--- src/rtl/dsp_mailbox_command_responder_unit_macros.svh ---
// Assertion macros shared by the mailbox responder RTL.
`ifndef DSP_MAILBOX_COMMAND_RESPONDER_UNIT_MACROS_SVH
`define DSP_MAILBOX_COMMAND_RESPONDER_UNIT_MACROS_SVH
`ifndef ASSERT_OFF
`define DMCR_ASSERT_ALWAYS(label, expr, msg) \
  label: assert property (@(posedge clk) disable iff (!rst_n) (expr)) else $error(msg);
`define DMCR_ASSERT_IMPLIES(label, ante, cons, msg) \
  label: assert property (@(posedge clk) disable iff (!rst_n) (ante) |-> (cons)) \
    else $error(msg);
`define DMCR_ASSERT_NEXT(label, ante, cons, msg) \
  label: assert property (@(posedge clk) disable iff (!rst_n) (ante) |=> (cons)) \
    else $error(msg);
`else
`define DMCR_ASSERT_ALWAYS(label, expr, msg)
`define DMCR_ASSERT_IMPLIES(label, ante, cons, msg)
`define DMCR_ASSERT_NEXT(label, ante, cons, msg)
`endif
`endif

--- src/rtl/dmcr_pkg.sv ---
// Types, mail constants and command codes of the mailbox responder.
package dmcr_pkg;

  typedef enum logic [1:0] {
    MODE_SEND  = 2'd0,
    MODE_RD_HI = 2'd1,
    MODE_RD_LO = 2'd2,
    MODE_TICK  = 2'd3
  } mode_t;

  // Reply mails
  localparam logic [31:0] MAIL_INIT   = 32'hDCD1_0000;
  localparam logic [31:0] MAIL_RESUME = 32'hDCD1_0001;
  localparam logic [31:0] MAIL_SYNC   = 32'hDCD1_0004;
  localparam logic [31:0] SYNC_TAG    = 32'hF355_0000;

  // Greeting words held by the reply queue out of reset
  localparam logic [31:0] GREET_0     = 32'h0000_0000;
  localparam logic [31:0] GREET_1     = 32'h8054_4348;
  localparam logic [31:0] GREET_2     = 32'h8071_FEED;
  localparam int          GREET_WORDS = 3;

  // Upper-half command prefixes
  localparam logic [15:0] HI_NONE   = 16'h0000;
  localparam logic [15:0] HI_RESUME = 16'hBABE;
  localparam logic [15:0] HI_TEST   = 16'hCDD1;

  // Lower-half command forms
  localparam logic [15:0] CMD_RESUME_NOW = 16'h0000;
  localparam logic [15:0] CMD_RESUME_4   = 16'h0040;
  localparam logic [15:0] CMD_SYNC_A     = 16'h000A;
  localparam logic [15:0] CMD_SYNC_B     = 16'h3800;
  localparam logic [15:0] CMD_SYNC_C     = 16'h5999;
  localparam logic [15:0] CMD_SYNC_D     = 16'h5FFB;
  localparam logic [15:0] CMD_SYNC_E     = 16'h2000;
  localparam logic [15:0] CMD_SYNC_F     = 16'h4000;
  localparam logic [15:0] CMD_VEC_A      = 16'hA001;
  localparam logic [15:0] CMD_VEC_B      = 16'hC002;
  localparam logic [15:0] CMD_VEC_C      = 16'hA002;
  localparam logic [15:0] CMD_VEC_D      = 16'hB002;
  localparam logic [15:0] CMD_BOOT       = 16'hD001;

  // Parameter counts implied by the command forms
  localparam logic [15:0] PARAMS_RESUME = 16'd1;
  localparam logic [15:0] PARAMS_TEST   = 16'd10;
  localparam logic [15:0] PARAMS_SYNC   = 16'd2;
  localparam logic [15:0] PARAMS_RES4   = 16'd4;

  function automatic logic [31:0] greet_word(input logic [1:0] idx);
    logic [31:0] w;
    case (idx)
      2'd0:    w = GREET_0;
      2'd1:    w = GREET_1;
      2'd2:    w = GREET_2;
      default: w = GREET_0;
    endcase
    return w;
  endfunction

endpackage

--- src/rtl/dsp_mailbox_command_responder_unit.sv ---
// Mailbox command responder: command decode, reply queue and read-out.
// Beats pass from the input register, through decode and queue update, into the
//   result register.
// Throughput: one beat per cycle unless out_ready stalls; the reply queue has two banks
//   split by slot parity, so the two pushes of one command land in the same cycle.
// Reset (rst_n low at a clock edge, synchronous) empties both stages, clears
//   the command state and leaves the three greeting words queued.
`include "dsp_mailbox_command_responder_unit_macros.svh"

module dsp_mailbox_command_responder_unit #(
  parameter int QUEUE_DEPTH = 16
) (
  input  logic        clk,
  input  logic        rst_n,
  input  logic        in_valid,
  output logic        in_ready,
  input  logic [1:0]  in_mode,
  input  logic [31:0] in_mail_word,
  output logic        out_valid,
  input  logic        out_ready,
  output logic [15:0] out_read_data,
  output logic        out_raise_interrupt,
  output logic        out_overflow,
  output logic        out_booted,
  output logic        out_replies_waiting
);
  import dmcr_pkg::*;

  // Queue geometry: slots run modulo a power of two at least QUEUE_DEPTH,
  // the queue holds at most QUEUE_DEPTH-1 words, counted in cnt_r.
  localparam int             PW      = $clog2(QUEUE_DEPTH);
  localparam int             ROWS    = 2 ** (PW - 1);
  localparam logic [PW-1:0]  CNT_MAX = PW'(QUEUE_DEPTH - 1);
  localparam logic [PW-1:0]  GREET_N = PW'(GREET_WORDS);

  // ---------------------------------------------------------------------
  // Handshake: input register and result register
  // ---------------------------------------------------------------------
  logic        in_valid_r;
  logic [1:0]  in_mode_r;
  logic [31:0] mail_r;
  logic        in_fire;
  logic        proc_fire;

  assign proc_fire = in_valid_r && (!out_valid || out_ready);
  assign in_ready  = !in_valid_r || proc_fire;
  assign in_fire   = in_valid && in_ready;

  // ---------------------------------------------------------------------
  // Command state
  // ---------------------------------------------------------------------
  logic [31:0] held_word_r, held_word_nxt;
  logic        held_valid_r, held_valid_nxt;
  logic        booted_r, booted_nxt;
  logic [15:0] params_r, params_nxt;
  logic        await_r, await_nxt;
  logic [31:0] fw_r, fw_nxt;
  logic        fc_r, fc_nxt;
  logic        resume_r, resume_nxt;
  logic        test_r, test_nxt;

  // Queue state
  logic [PW-1:0]          wr_r, wr_nxt;
  logic [PW-1:0]          rd_r, rd_nxt;
  logic [PW-1:0]          cnt_r, cnt_nxt;
  logic [GREET_WORDS-1:0] greet_r, greet_nxt;

  // Two banks: even slots and odd slots
  logic [31:0] bank0 [ROWS];
  logic [31:0] bank1 [ROWS];
  logic [31:0] b0_q_r, b1_q_r;
  logic        head_bank_r;
  logic        alt_valid_r;
  logic [31:0] alt_data_r;
  logic [31:0] head_w;

  // Decode results
  mode_t       mode_e;
  logic [15:0] hi, lo;
  logic [31:0] fw_eff;
  logic        irq;
  logic [1:0]  push_cnt;
  logic [31:0] w0, w1;
  logic        boot;
  logic        pop_ok;
  logic [31:0] popped;
  logic [15:0] rdata;

  // Queue update
  logic [PW-1:0] base_wr, base_rd, base_cnt, cnt1;
  logic [PW-1:0] slot0, slot1, rd_a;
  logic          ok0, ok1, ovf;
  logic [PW-1:0] n_wr;
  logic          b0_we, b1_we;
  logic [PW-2:0] b0_waddr, b1_waddr;
  logic [31:0]   b0_wdata, b1_wdata;
  logic          fwd0, fwd1;
  logic [GREET_WORDS-1:0] greet_eff;
  logic          greet_hit;
  logic          alt_valid_nxt;
  logic [31:0]   alt_data_nxt;

  // Result register
  logic        out_valid_r;
  logic [15:0] out_rd_r;
  logic        out_irq_r, out_ovf_r, out_booted_r, out_waiting_r;

  assign mode_e = mode_t'(in_mode_r);
  assign hi     = mail_r[31:16];
  assign lo     = mail_r[15:0];

  // Head of queue as prefetched when this beat was taken in
  assign head_w = alt_valid_r ? alt_data_r : (head_bank_r ? b1_q_r : b0_q_r);
  assign pop_ok = (mode_e == MODE_RD_HI || mode_e == MODE_RD_LO) && !held_valid_r &&
                  (cnt_r != '0);
  assign popped = pop_ok ? head_w : 32'd0;

  // ---------------------------------------------------------------------
  // Command decode and read-out for the beat in the input register
  // ---------------------------------------------------------------------
  always_comb begin
    held_word_nxt  = held_word_r;
    held_valid_nxt = held_valid_r;
    booted_nxt     = booted_r;
    params_nxt     = params_r;
    await_nxt      = await_r;
    fw_nxt         = fw_r;
    fc_nxt         = fc_r;
    resume_nxt     = resume_r;
    test_nxt       = test_r;
    fw_eff         = fw_r;
    irq            = 1'b0;
    push_cnt       = 2'd0;
    w0             = 32'd0;
    w1             = 32'd0;
    boot           = 1'b0;
    rdata          = 16'd0;
    case (mode_e)
      MODE_SEND: begin
        held_valid_nxt = 1'b0;
        if (await_r) begin
          // vector word: boot only after the boot form
          if (fw_r[15:0] == CMD_BOOT) begin
            boot          = 1'b1;
            booted_nxt    = 1'b1;
            held_word_nxt = 32'd0;
            push_cnt      = 2'd2;
            w0            = MAIL_INIT;
            w1            = MAIL_RESUME;
          end
          await_nxt = 1'b0;
        end else if (params_r == 16'd0) begin
          if (mail_r == 32'd0) begin
            irq = 1'b1;
          end else if (hi == HI_NONE) begin
            params_nxt = lo;
          end else if (hi == HI_RESUME) begin
            params_nxt = PARAMS_RESUME;
            resume_nxt = 1'b1;
          end else if (hi == HI_TEST) begin
            params_nxt = PARAMS_TEST;
            test_nxt   = 1'b1;
          end else begin
            case (lo)
              CMD_RESUME_NOW: begin
                push_cnt = 2'd1;
                w0       = MAIL_RESUME;
                irq      = 1'b1;
              end
              CMD_RESUME_4: begin
                resume_nxt = 1'b1;
                fw_nxt     = mail_r;
                fc_nxt     = 1'b1;
                params_nxt = PARAMS_RES4;
              end
              CMD_SYNC_A, CMD_SYNC_B, CMD_SYNC_C, CMD_SYNC_D, CMD_SYNC_E,
              CMD_SYNC_F: begin
                fw_nxt     = mail_r;
                fc_nxt     = 1'b1;
                params_nxt = PARAMS_SYNC;
              end
              CMD_VEC_A, CMD_VEC_B, CMD_VEC_C, CMD_VEC_D, CMD_BOOT: begin
                fw_nxt    = mail_r;
                await_nxt = 1'b1;
              end
              default: begin
                // unknown form: drop
              end
            endcase
          end
        end else begin
          // parameter word
          if (!fc_r) begin
            fw_eff = mail_r;
          end
          fw_nxt     = fw_eff;
          fc_nxt     = 1'b1;
          params_nxt = params_r - 16'd1;
          if (params_r == 16'd1) begin
            fc_nxt = 1'b0;
            if (test_r) begin
              push_cnt = 2'd0;
            end else if (resume_r) begin
              push_cnt = 2'd1;
              w0       = MAIL_RESUME;
            end else begin
              push_cnt = 2'd2;
              w0       = MAIL_SYNC;
              w1       = SYNC_TAG | {16'd0, fw_eff[31:16]};
            end
            test_nxt   = 1'b0;
            resume_nxt = 1'b0;
          end
        end
      end
      MODE_RD_HI: begin
        if (!held_valid_r) begin
          held_word_nxt  = popped;
          held_valid_nxt = 1'b1;
        end
        rdata = held_word_nxt[31:16];
      end
      MODE_RD_LO: begin
        if (!held_valid_r) begin
          held_word_nxt = popped;
        end
        held_valid_nxt = 1'b0;
        rdata          = held_word_nxt[15:0];
      end
      MODE_TICK: begin
        irq = booted_r && (cnt_r != '0);
      end
      default: begin
        irq = 1'b0;
      end
    endcase
  end

  // ---------------------------------------------------------------------
  // Reply queue: pushes, pop, forwarding for the next prefetch
  // ---------------------------------------------------------------------
  always_comb begin
    base_wr  = boot ? '0 : wr_r;
    base_rd  = boot ? '0 : rd_r;
    base_cnt = boot ? '0 : cnt_r;
    ok0      = (push_cnt != 2'd0) && (base_cnt != CNT_MAX);
    cnt1     = base_cnt + {{(PW-1){1'b0}}, ok0};
    ok1      = (push_cnt == 2'd2) && ok0 && (cnt1 != CNT_MAX);
    ovf      = ((push_cnt != 2'd0) && !ok0) || ((push_cnt == 2'd2) && !ok1);
    n_wr     = {{(PW-1){1'b0}}, ok0} + {{(PW-1){1'b0}}, ok1};
    slot0    = base_wr;
    slot1    = base_wr + {{(PW-1){1'b0}}, 1'b1};
    wr_nxt   = base_wr + n_wr;
    rd_nxt   = base_rd + {{(PW-1){1'b0}}, pop_ok};
    cnt_nxt  = base_cnt + n_wr - {{(PW-1){1'b0}}, pop_ok};

    // the two slots differ in parity, so each bank takes at most one write
    b0_we    = proc_fire && ((ok0 && !slot0[0]) || (ok1 && !slot1[0]));
    b1_we    = proc_fire && ((ok0 && slot0[0]) || (ok1 && slot1[0]));
    b0_waddr = slot0[0] ? slot1[PW-1:1] : slot0[PW-1:1];
    b1_waddr = slot0[0] ? slot0[PW-1:1] : slot1[PW-1:1];
    b0_wdata = slot0[0] ? w1 : w0;
    b1_wdata = slot0[0] ? w0 : w1;

    greet_nxt = greet_r;
    for (int i = 0; i < GREET_WORDS; i++) begin
      if ((ok0 && slot0 == PW'(i)) || (ok1 && slot1 == PW'(i))) begin
        greet_nxt[i] = 1'b0;
      end
    end

    // slot to prefetch for the beat taken in this cycle
    rd_a      = proc_fire ? rd_nxt : rd_r;
    greet_eff = proc_fire ? greet_nxt : greet_r;
    fwd0      = proc_fire && ok0 && (slot0 == rd_a);
    fwd1      = proc_fire && ok1 && (slot1 == rd_a);
    greet_hit = (rd_a < GREET_N) && greet_eff[rd_a[1:0]];
    alt_valid_nxt = fwd0 || fwd1 || greet_hit;
    if (fwd0) begin
      alt_data_nxt = w0;
    end else if (fwd1) begin
      alt_data_nxt = w1;
    end else begin
      alt_data_nxt = greet_word(rd_a[1:0]);
    end
  end

  // Bank storage with registered read
  always_ff @(posedge clk) begin
    if (b0_we) begin
      bank0[b0_waddr] <= b0_wdata;
    end
    if (in_fire) begin
      b0_q_r <= bank0[rd_a[PW-1:1]];
    end
  end

  always_ff @(posedge clk) begin
    if (b1_we) begin
      bank1[b1_waddr] <= b1_wdata;
    end
    if (in_fire) begin
      b1_q_r <= bank1[rd_a[PW-1:1]];
    end
  end

  // Payload registers: input beat and prefetch selection
  always_ff @(posedge clk) begin
    if (in_fire) begin
      in_mode_r   <= in_mode;
      mail_r      <= in_mail_word;
      head_bank_r <= rd_a[0];
      alt_valid_r <= alt_valid_nxt;
      alt_data_r  <= alt_data_nxt;
    end
    if (proc_fire) begin
      out_rd_r      <= rdata;
      out_irq_r     <= irq;
      out_ovf_r     <= ovf;
      out_booted_r  <= booted_nxt;
      out_waiting_r <= (cnt_nxt != '0);
    end
  end

  // Control and command state
  always_ff @(posedge clk) begin
    if (!rst_n) begin
      in_valid_r   <= 1'b0;
      out_valid_r  <= 1'b0;
      held_word_r  <= 32'd0;
      held_valid_r <= 1'b0;
      booted_r     <= 1'b0;
      params_r     <= 16'd0;
      await_r      <= 1'b0;
      fw_r         <= 32'd0;
      fc_r         <= 1'b0;
      resume_r     <= 1'b0;
      test_r       <= 1'b0;
      wr_r         <= GREET_N;
      rd_r         <= '0;
      cnt_r        <= GREET_N;
      greet_r      <= '1;
    end else begin
      if (in_fire) begin
        in_valid_r <= 1'b1;
      end else if (proc_fire) begin
        in_valid_r <= 1'b0;
      end
      if (proc_fire) begin
        out_valid_r <= 1'b1;
      end else if (out_ready) begin
        out_valid_r <= 1'b0;
      end
      if (proc_fire) begin
        held_word_r  <= held_word_nxt;
        held_valid_r <= held_valid_nxt;
        booted_r     <= booted_nxt;
        params_r     <= params_nxt;
        await_r      <= await_nxt;
        fw_r         <= fw_nxt;
        fc_r         <= fc_nxt;
        resume_r     <= resume_nxt;
        test_r       <= test_nxt;
        wr_r         <= wr_nxt;
        rd_r         <= rd_nxt;
        cnt_r        <= cnt_nxt;
        greet_r      <= greet_nxt;
      end
    end
  end

  assign out_valid           = out_valid_r;
  assign out_read_data       = out_rd_r;
  assign out_raise_interrupt = out_irq_r;
  assign out_overflow        = out_ovf_r;
  assign out_booted          = out_booted_r;
  assign out_replies_waiting = out_waiting_r;

  // ---------------------------------------------------------------------
  // Checks
  // ---------------------------------------------------------------------
  `DMCR_ASSERT_ALWAYS(a_cnt_range, cnt_r <= CNT_MAX, "reply queue count above capacity")
  `DMCR_ASSERT_ALWAYS(a_ptr_cnt, (wr_r - rd_r) == cnt_r, "queue pointers disagree with count")
  `DMCR_ASSERT_IMPLIES(a_ovf_full, proc_fire && ovf,
    !boot && (cnt_r == CNT_MAX || cnt_r == CNT_MAX - PW'(1)), "drop without full queue")
  `DMCR_ASSERT_NEXT(a_boot, proc_fire && boot,
    booted_r && !held_valid_r && rd_r == '0, "boot did not reset the queue")
  `DMCR_ASSERT_IMPLIES(a_pop_push, proc_fire && pop_ok, push_cnt == 2'd0,
    "pop and push in one beat")

endmodule

--- config.mk ---
export PLATFORM = sky130hd
export DESIGN_NAME = dsp_mailbox_command_responder_unit
export DESIGN_NICKNAME = d
export VERILOG_FILES = /design/src/rtl/dmcr_pkg.sv /design/src/rtl/dsp_mailbox_command_responder_unit.sv
export VERILOG_INCLUDE_DIRS = /design/src /design/src/rtl
export SDC_FILE = /design/constraint.sdc
export NUM_CORES = 1
export LEC_CHECK = 0
export BUFFER_PORTS_ARGS = -buffer_cell sky130_fd_sc_hd__buf_2
export CAP_MARGIN = 25
export CORE_MARGIN = 2
export CORE_UTILIZATION = 50
export DETAILED_ROUTE_END_ITERATION = 8
export PLACE_DENSITY_LB_ADDON = 0.1
export SLEW_MARGIN = 20
export SYNTH_ARGS = -nofsm -noshare
export SYNTH_HDL_FRONTEND = slang
export SYNTH_SLANG_ARGS = --single-unit
--- constraint.sdc ---
create_clock -name clk -period 8.32 [get_ports clk]
set_clock_uncertainty 0.15 [all_clocks]
set_input_delay 1.664 -clock clk [delete_from_list [all_inputs] [get_ports clk]]
set_output_delay 1.664 -clock clk [all_outputs]
set_load 0.005 [all_outputs]
==> results.md <==
- Outcome: finished, final reports clean
- Share of post-route cells with drive strength above 1: 10.4%
- FFs w/ async S/R, synth: 0%
- Vias: 16.1k
- Synthesis-to-finish area growth: 11.5%
- FF-to-FF End: out_replies_waiting
- Crit path max-delay cell type: or4b_1
- Final wirelength: 58400 um
- Synthesis-stage register bit count: 524
- Slew HR: 24.2%
- Routability Congestion: 0.868
- Setup bufs post-CTS: 0
- Hpwl dp: 35500 um
- Vias in the first global route: 15.5k
- Clk root buf: clkbuf_16
- Least-Margin Pin Slew: 1.11 ns
- Via density: 5.78
- Critical Path Source: fw_r[4]
- Clk buf depth: 3
- Die Wd: 218 um
- Delay of the slowest cell on the worst path: 0.53 ns
- Post-synthesis sequential area ratio: 64.1%
- FP Rows: 78
- Initial Util: 50.6%
- Syn avg cell area: 10.9 um2
- CTS Hold Bufs: 0
- Skew-Pair Late Insertion Delay: 0.62 ns
- Max Fanout on Critical Path: 25
- Worst Hold Depth: 2
- # fillers: 3899
- Crit path time final: 5.78 ns
- Die Y: 218 um
- Buffers on Ports: 59
- Critical path's most frequent cell: ha_1
- ANT nets after route: 0
- Mapped Cells: 2101
- # clock sinks: 524
- VDD IR-drop max: 0.139 mV
- H-tree Lvls: 2
- DRC Markers: 0
- EDFF count, synth: 421
- First-pass iteration count of the detailed router: 5
- IO Count: 60
- Synth Warn #: 0
- CP endpoint kind: flop
- Routed len/inst: 21.0 um
- FMAX: 173 MHz
- Die ar.: 47600 um2
- Net count after synthesis: 2170
- DRT iter0 DRCs: 1365
- Final Max Tran Viols: 0
- Post-route setup TNS: 0 ns
- WP data arrival: 5.97 ns
- Max Cap Viol: 0
- Top FF cell, synth: edfxtp_1
- Largest net degree at the start of global routing: 153
- Critical Path End: out_replies_waiting
- TritonCTS buffer count: 54
- Inst Count DP: 2676
- Synthesized cell area: 23000 um2
- GRT Util Overall: 24.9%
- Post-Layout Cell Count: 2781
- Type of the worst setup path: reg2reg
- Cts repair resizes: 0
- Final setup viols: 0
- Core ar.: 45400 um2
- Hold Path Class: reg2reg
- Antenna violations before repair: 1
- Final nets: 2203
- Worst reg2reg setup slack: 2.54 ns
- R2R depth: 25
- RSZ-0062 raised after global routing: false
- Clk slew on worst S/H paths: 0.06 ns
- CP Launch Type: flop
- Leakage: 9.37 nW
- Hold Vio Cnt, Final: 0
- PwrDens: 212 nW/um2
- Critical Path RT: 8.51 ns
- Post-route clock period utilization: 69.5%
- TritonCTS clock tree: yes
- Gr ovfl total: 0
- R2R Path Start: fw_r[4]
- First-pass GRT wire length: 90300 um
- Yosys cell types: 77
flip-flops by register name, summed over array words and instances (netlist names), 3 cells and up:
signal and flops:
held_word_r 32, alt_data_r 23, greet_r 3, rd_r 4, params_r 16, wr_r 4, cnt_r 4, b1_q_r 19
bank1 152, mail_r 32, b0_q_r 19, out_read_data 16, bank0 152, fw_r 32
critical path, delay by kind of cell, from the launching register on:
kind	cells	cell delay [ns]
compound gates	4	0.94
xor+xnor	1	0.17
fa+ha+maj	7	1.76
buf+inv	5	0.56
flops	1	0.32
simple gates	8	1.61
power breakdown:
| group | internal [mW] | switching (mW) |
|---|---|---|
| Clock | 1.30 | 0.998 |
| Combinational | 0.0861 | 0.174 |
| Sequential | 2.84 | 0.0305 |
routing by layer:
metal / track usage [%] / vias up / part of all wire, %
li1: - / 7634 / -
met1: 33.9 / 7872 / 43
met2: 40.5 / 463 / 47
met3: 3.38 / 103 / 5.8
met4: 10.2 / 0 / 3.5
met5: 0 / - / 0
stage by stage:
stage	setup WS (ns)	cell area [um2]	power, mW	hold WS, ns	utilization [%]
6_report	2.54	25600	5.43	0.294	56.4
5_1_grt	2.13	25600	5.60	0.303	56.4
4_1_cts	2.59	25600	5.47	0.294	56.3
3_5_place_dp	2.59	23900	3.19	0.283	52.7
3_3_place_gp	2.68	23900	3.18	0.282	52.6
2_1_floorplan	2.04	23000	3.08	0.260	-
synthesized netlist by cell type, drive strengths merged (12+ instances only):
master,count,area [um2]
a21boi,18,135
a21oi,51,255
a22oi,21,158
and2,21,134
buf,27,140
clkbuf,98,368
dfxtp,103,2060
edfxtp,421,12600
ha,29,363
inv,38,143
mux2i,32,320
nand2,480,1810
nand2b,15,93.8
nand3,254,1270
nand4,12,75.1
nor2,79,299
nor2b,37,231
nor3,24,130
nor3b,17,128
nor4,20,150
o21a,20,150
o21ai,144,758
o22ai,20,125
cells in the final DEF, fill, tap and decap left out, types with 8 or more instances in the layout:
cell type	n
a22oi_1	21
a31oi_1	9
nand2b_1	15
dfxtp_1	103
o211ai_1	8
and3_1	10
inv_1	35
ha_1	29
clkinv_2	8
nor2b_1	37
clkbuf_1	20
nor3b_1	16
nor4_1	15
clkinv_1	12
o21a_1	20
clkbuf_16	54
nand2_1	479
or4_1	9
nor2_1	72
a21boi_0	12
nand3_1	254
mux2i_1	30
o22ai_1	20
buf_4	38
buf_2	60
xnor2_1	8
edfxtp_1	421
a21oi_1	47
and2_1	19
o21ai_0	47
nor3_1	18
o21ai_1	88
nand4_1	12
worst min-delay path by stage:
stage	from	to	slack, ns
final	held_word_r[19]	held_word_r[19]	0.29
after global routing	held_word_r[19]	held_word_r[19]	0.30
after CTS	held_word_r[19]	held_word_r[19]	0.29
after detailed placement	held_word_r[17]	held_word_r[17]	0.28
after global placement	held_word_r[19]	held_word_r[19]	0.28
after floorplan	held_word_r[17]	held_word_r[17]	0.26
kinds of logic after synthesis:
logic type | count (synthesis) | share of synthesized area, %
fa+ha+maj | 31 | 1.76
mux | 35 | 1.54
simple gates | 1002 | 20.3
flops | 524 | 64.1
xor+xnor | 13 | 0.496
compound gates | 332 | 9.02
buf+inv | 164 | 2.85
area by class of cell:
type	count	area, um2	share of cell area, %
sequential	524	14700	57.4
multi-input combinational	1413	7690	30.1
clock buffer	75	1440	5.63
tap	600	751	2.93
timing repair buffer	102	652	2.55
clock inverter	26	209	0.816
inverter	39	146	0.572
antenna	2	5.00	0.0195
(Power assumes the default switching activity.)
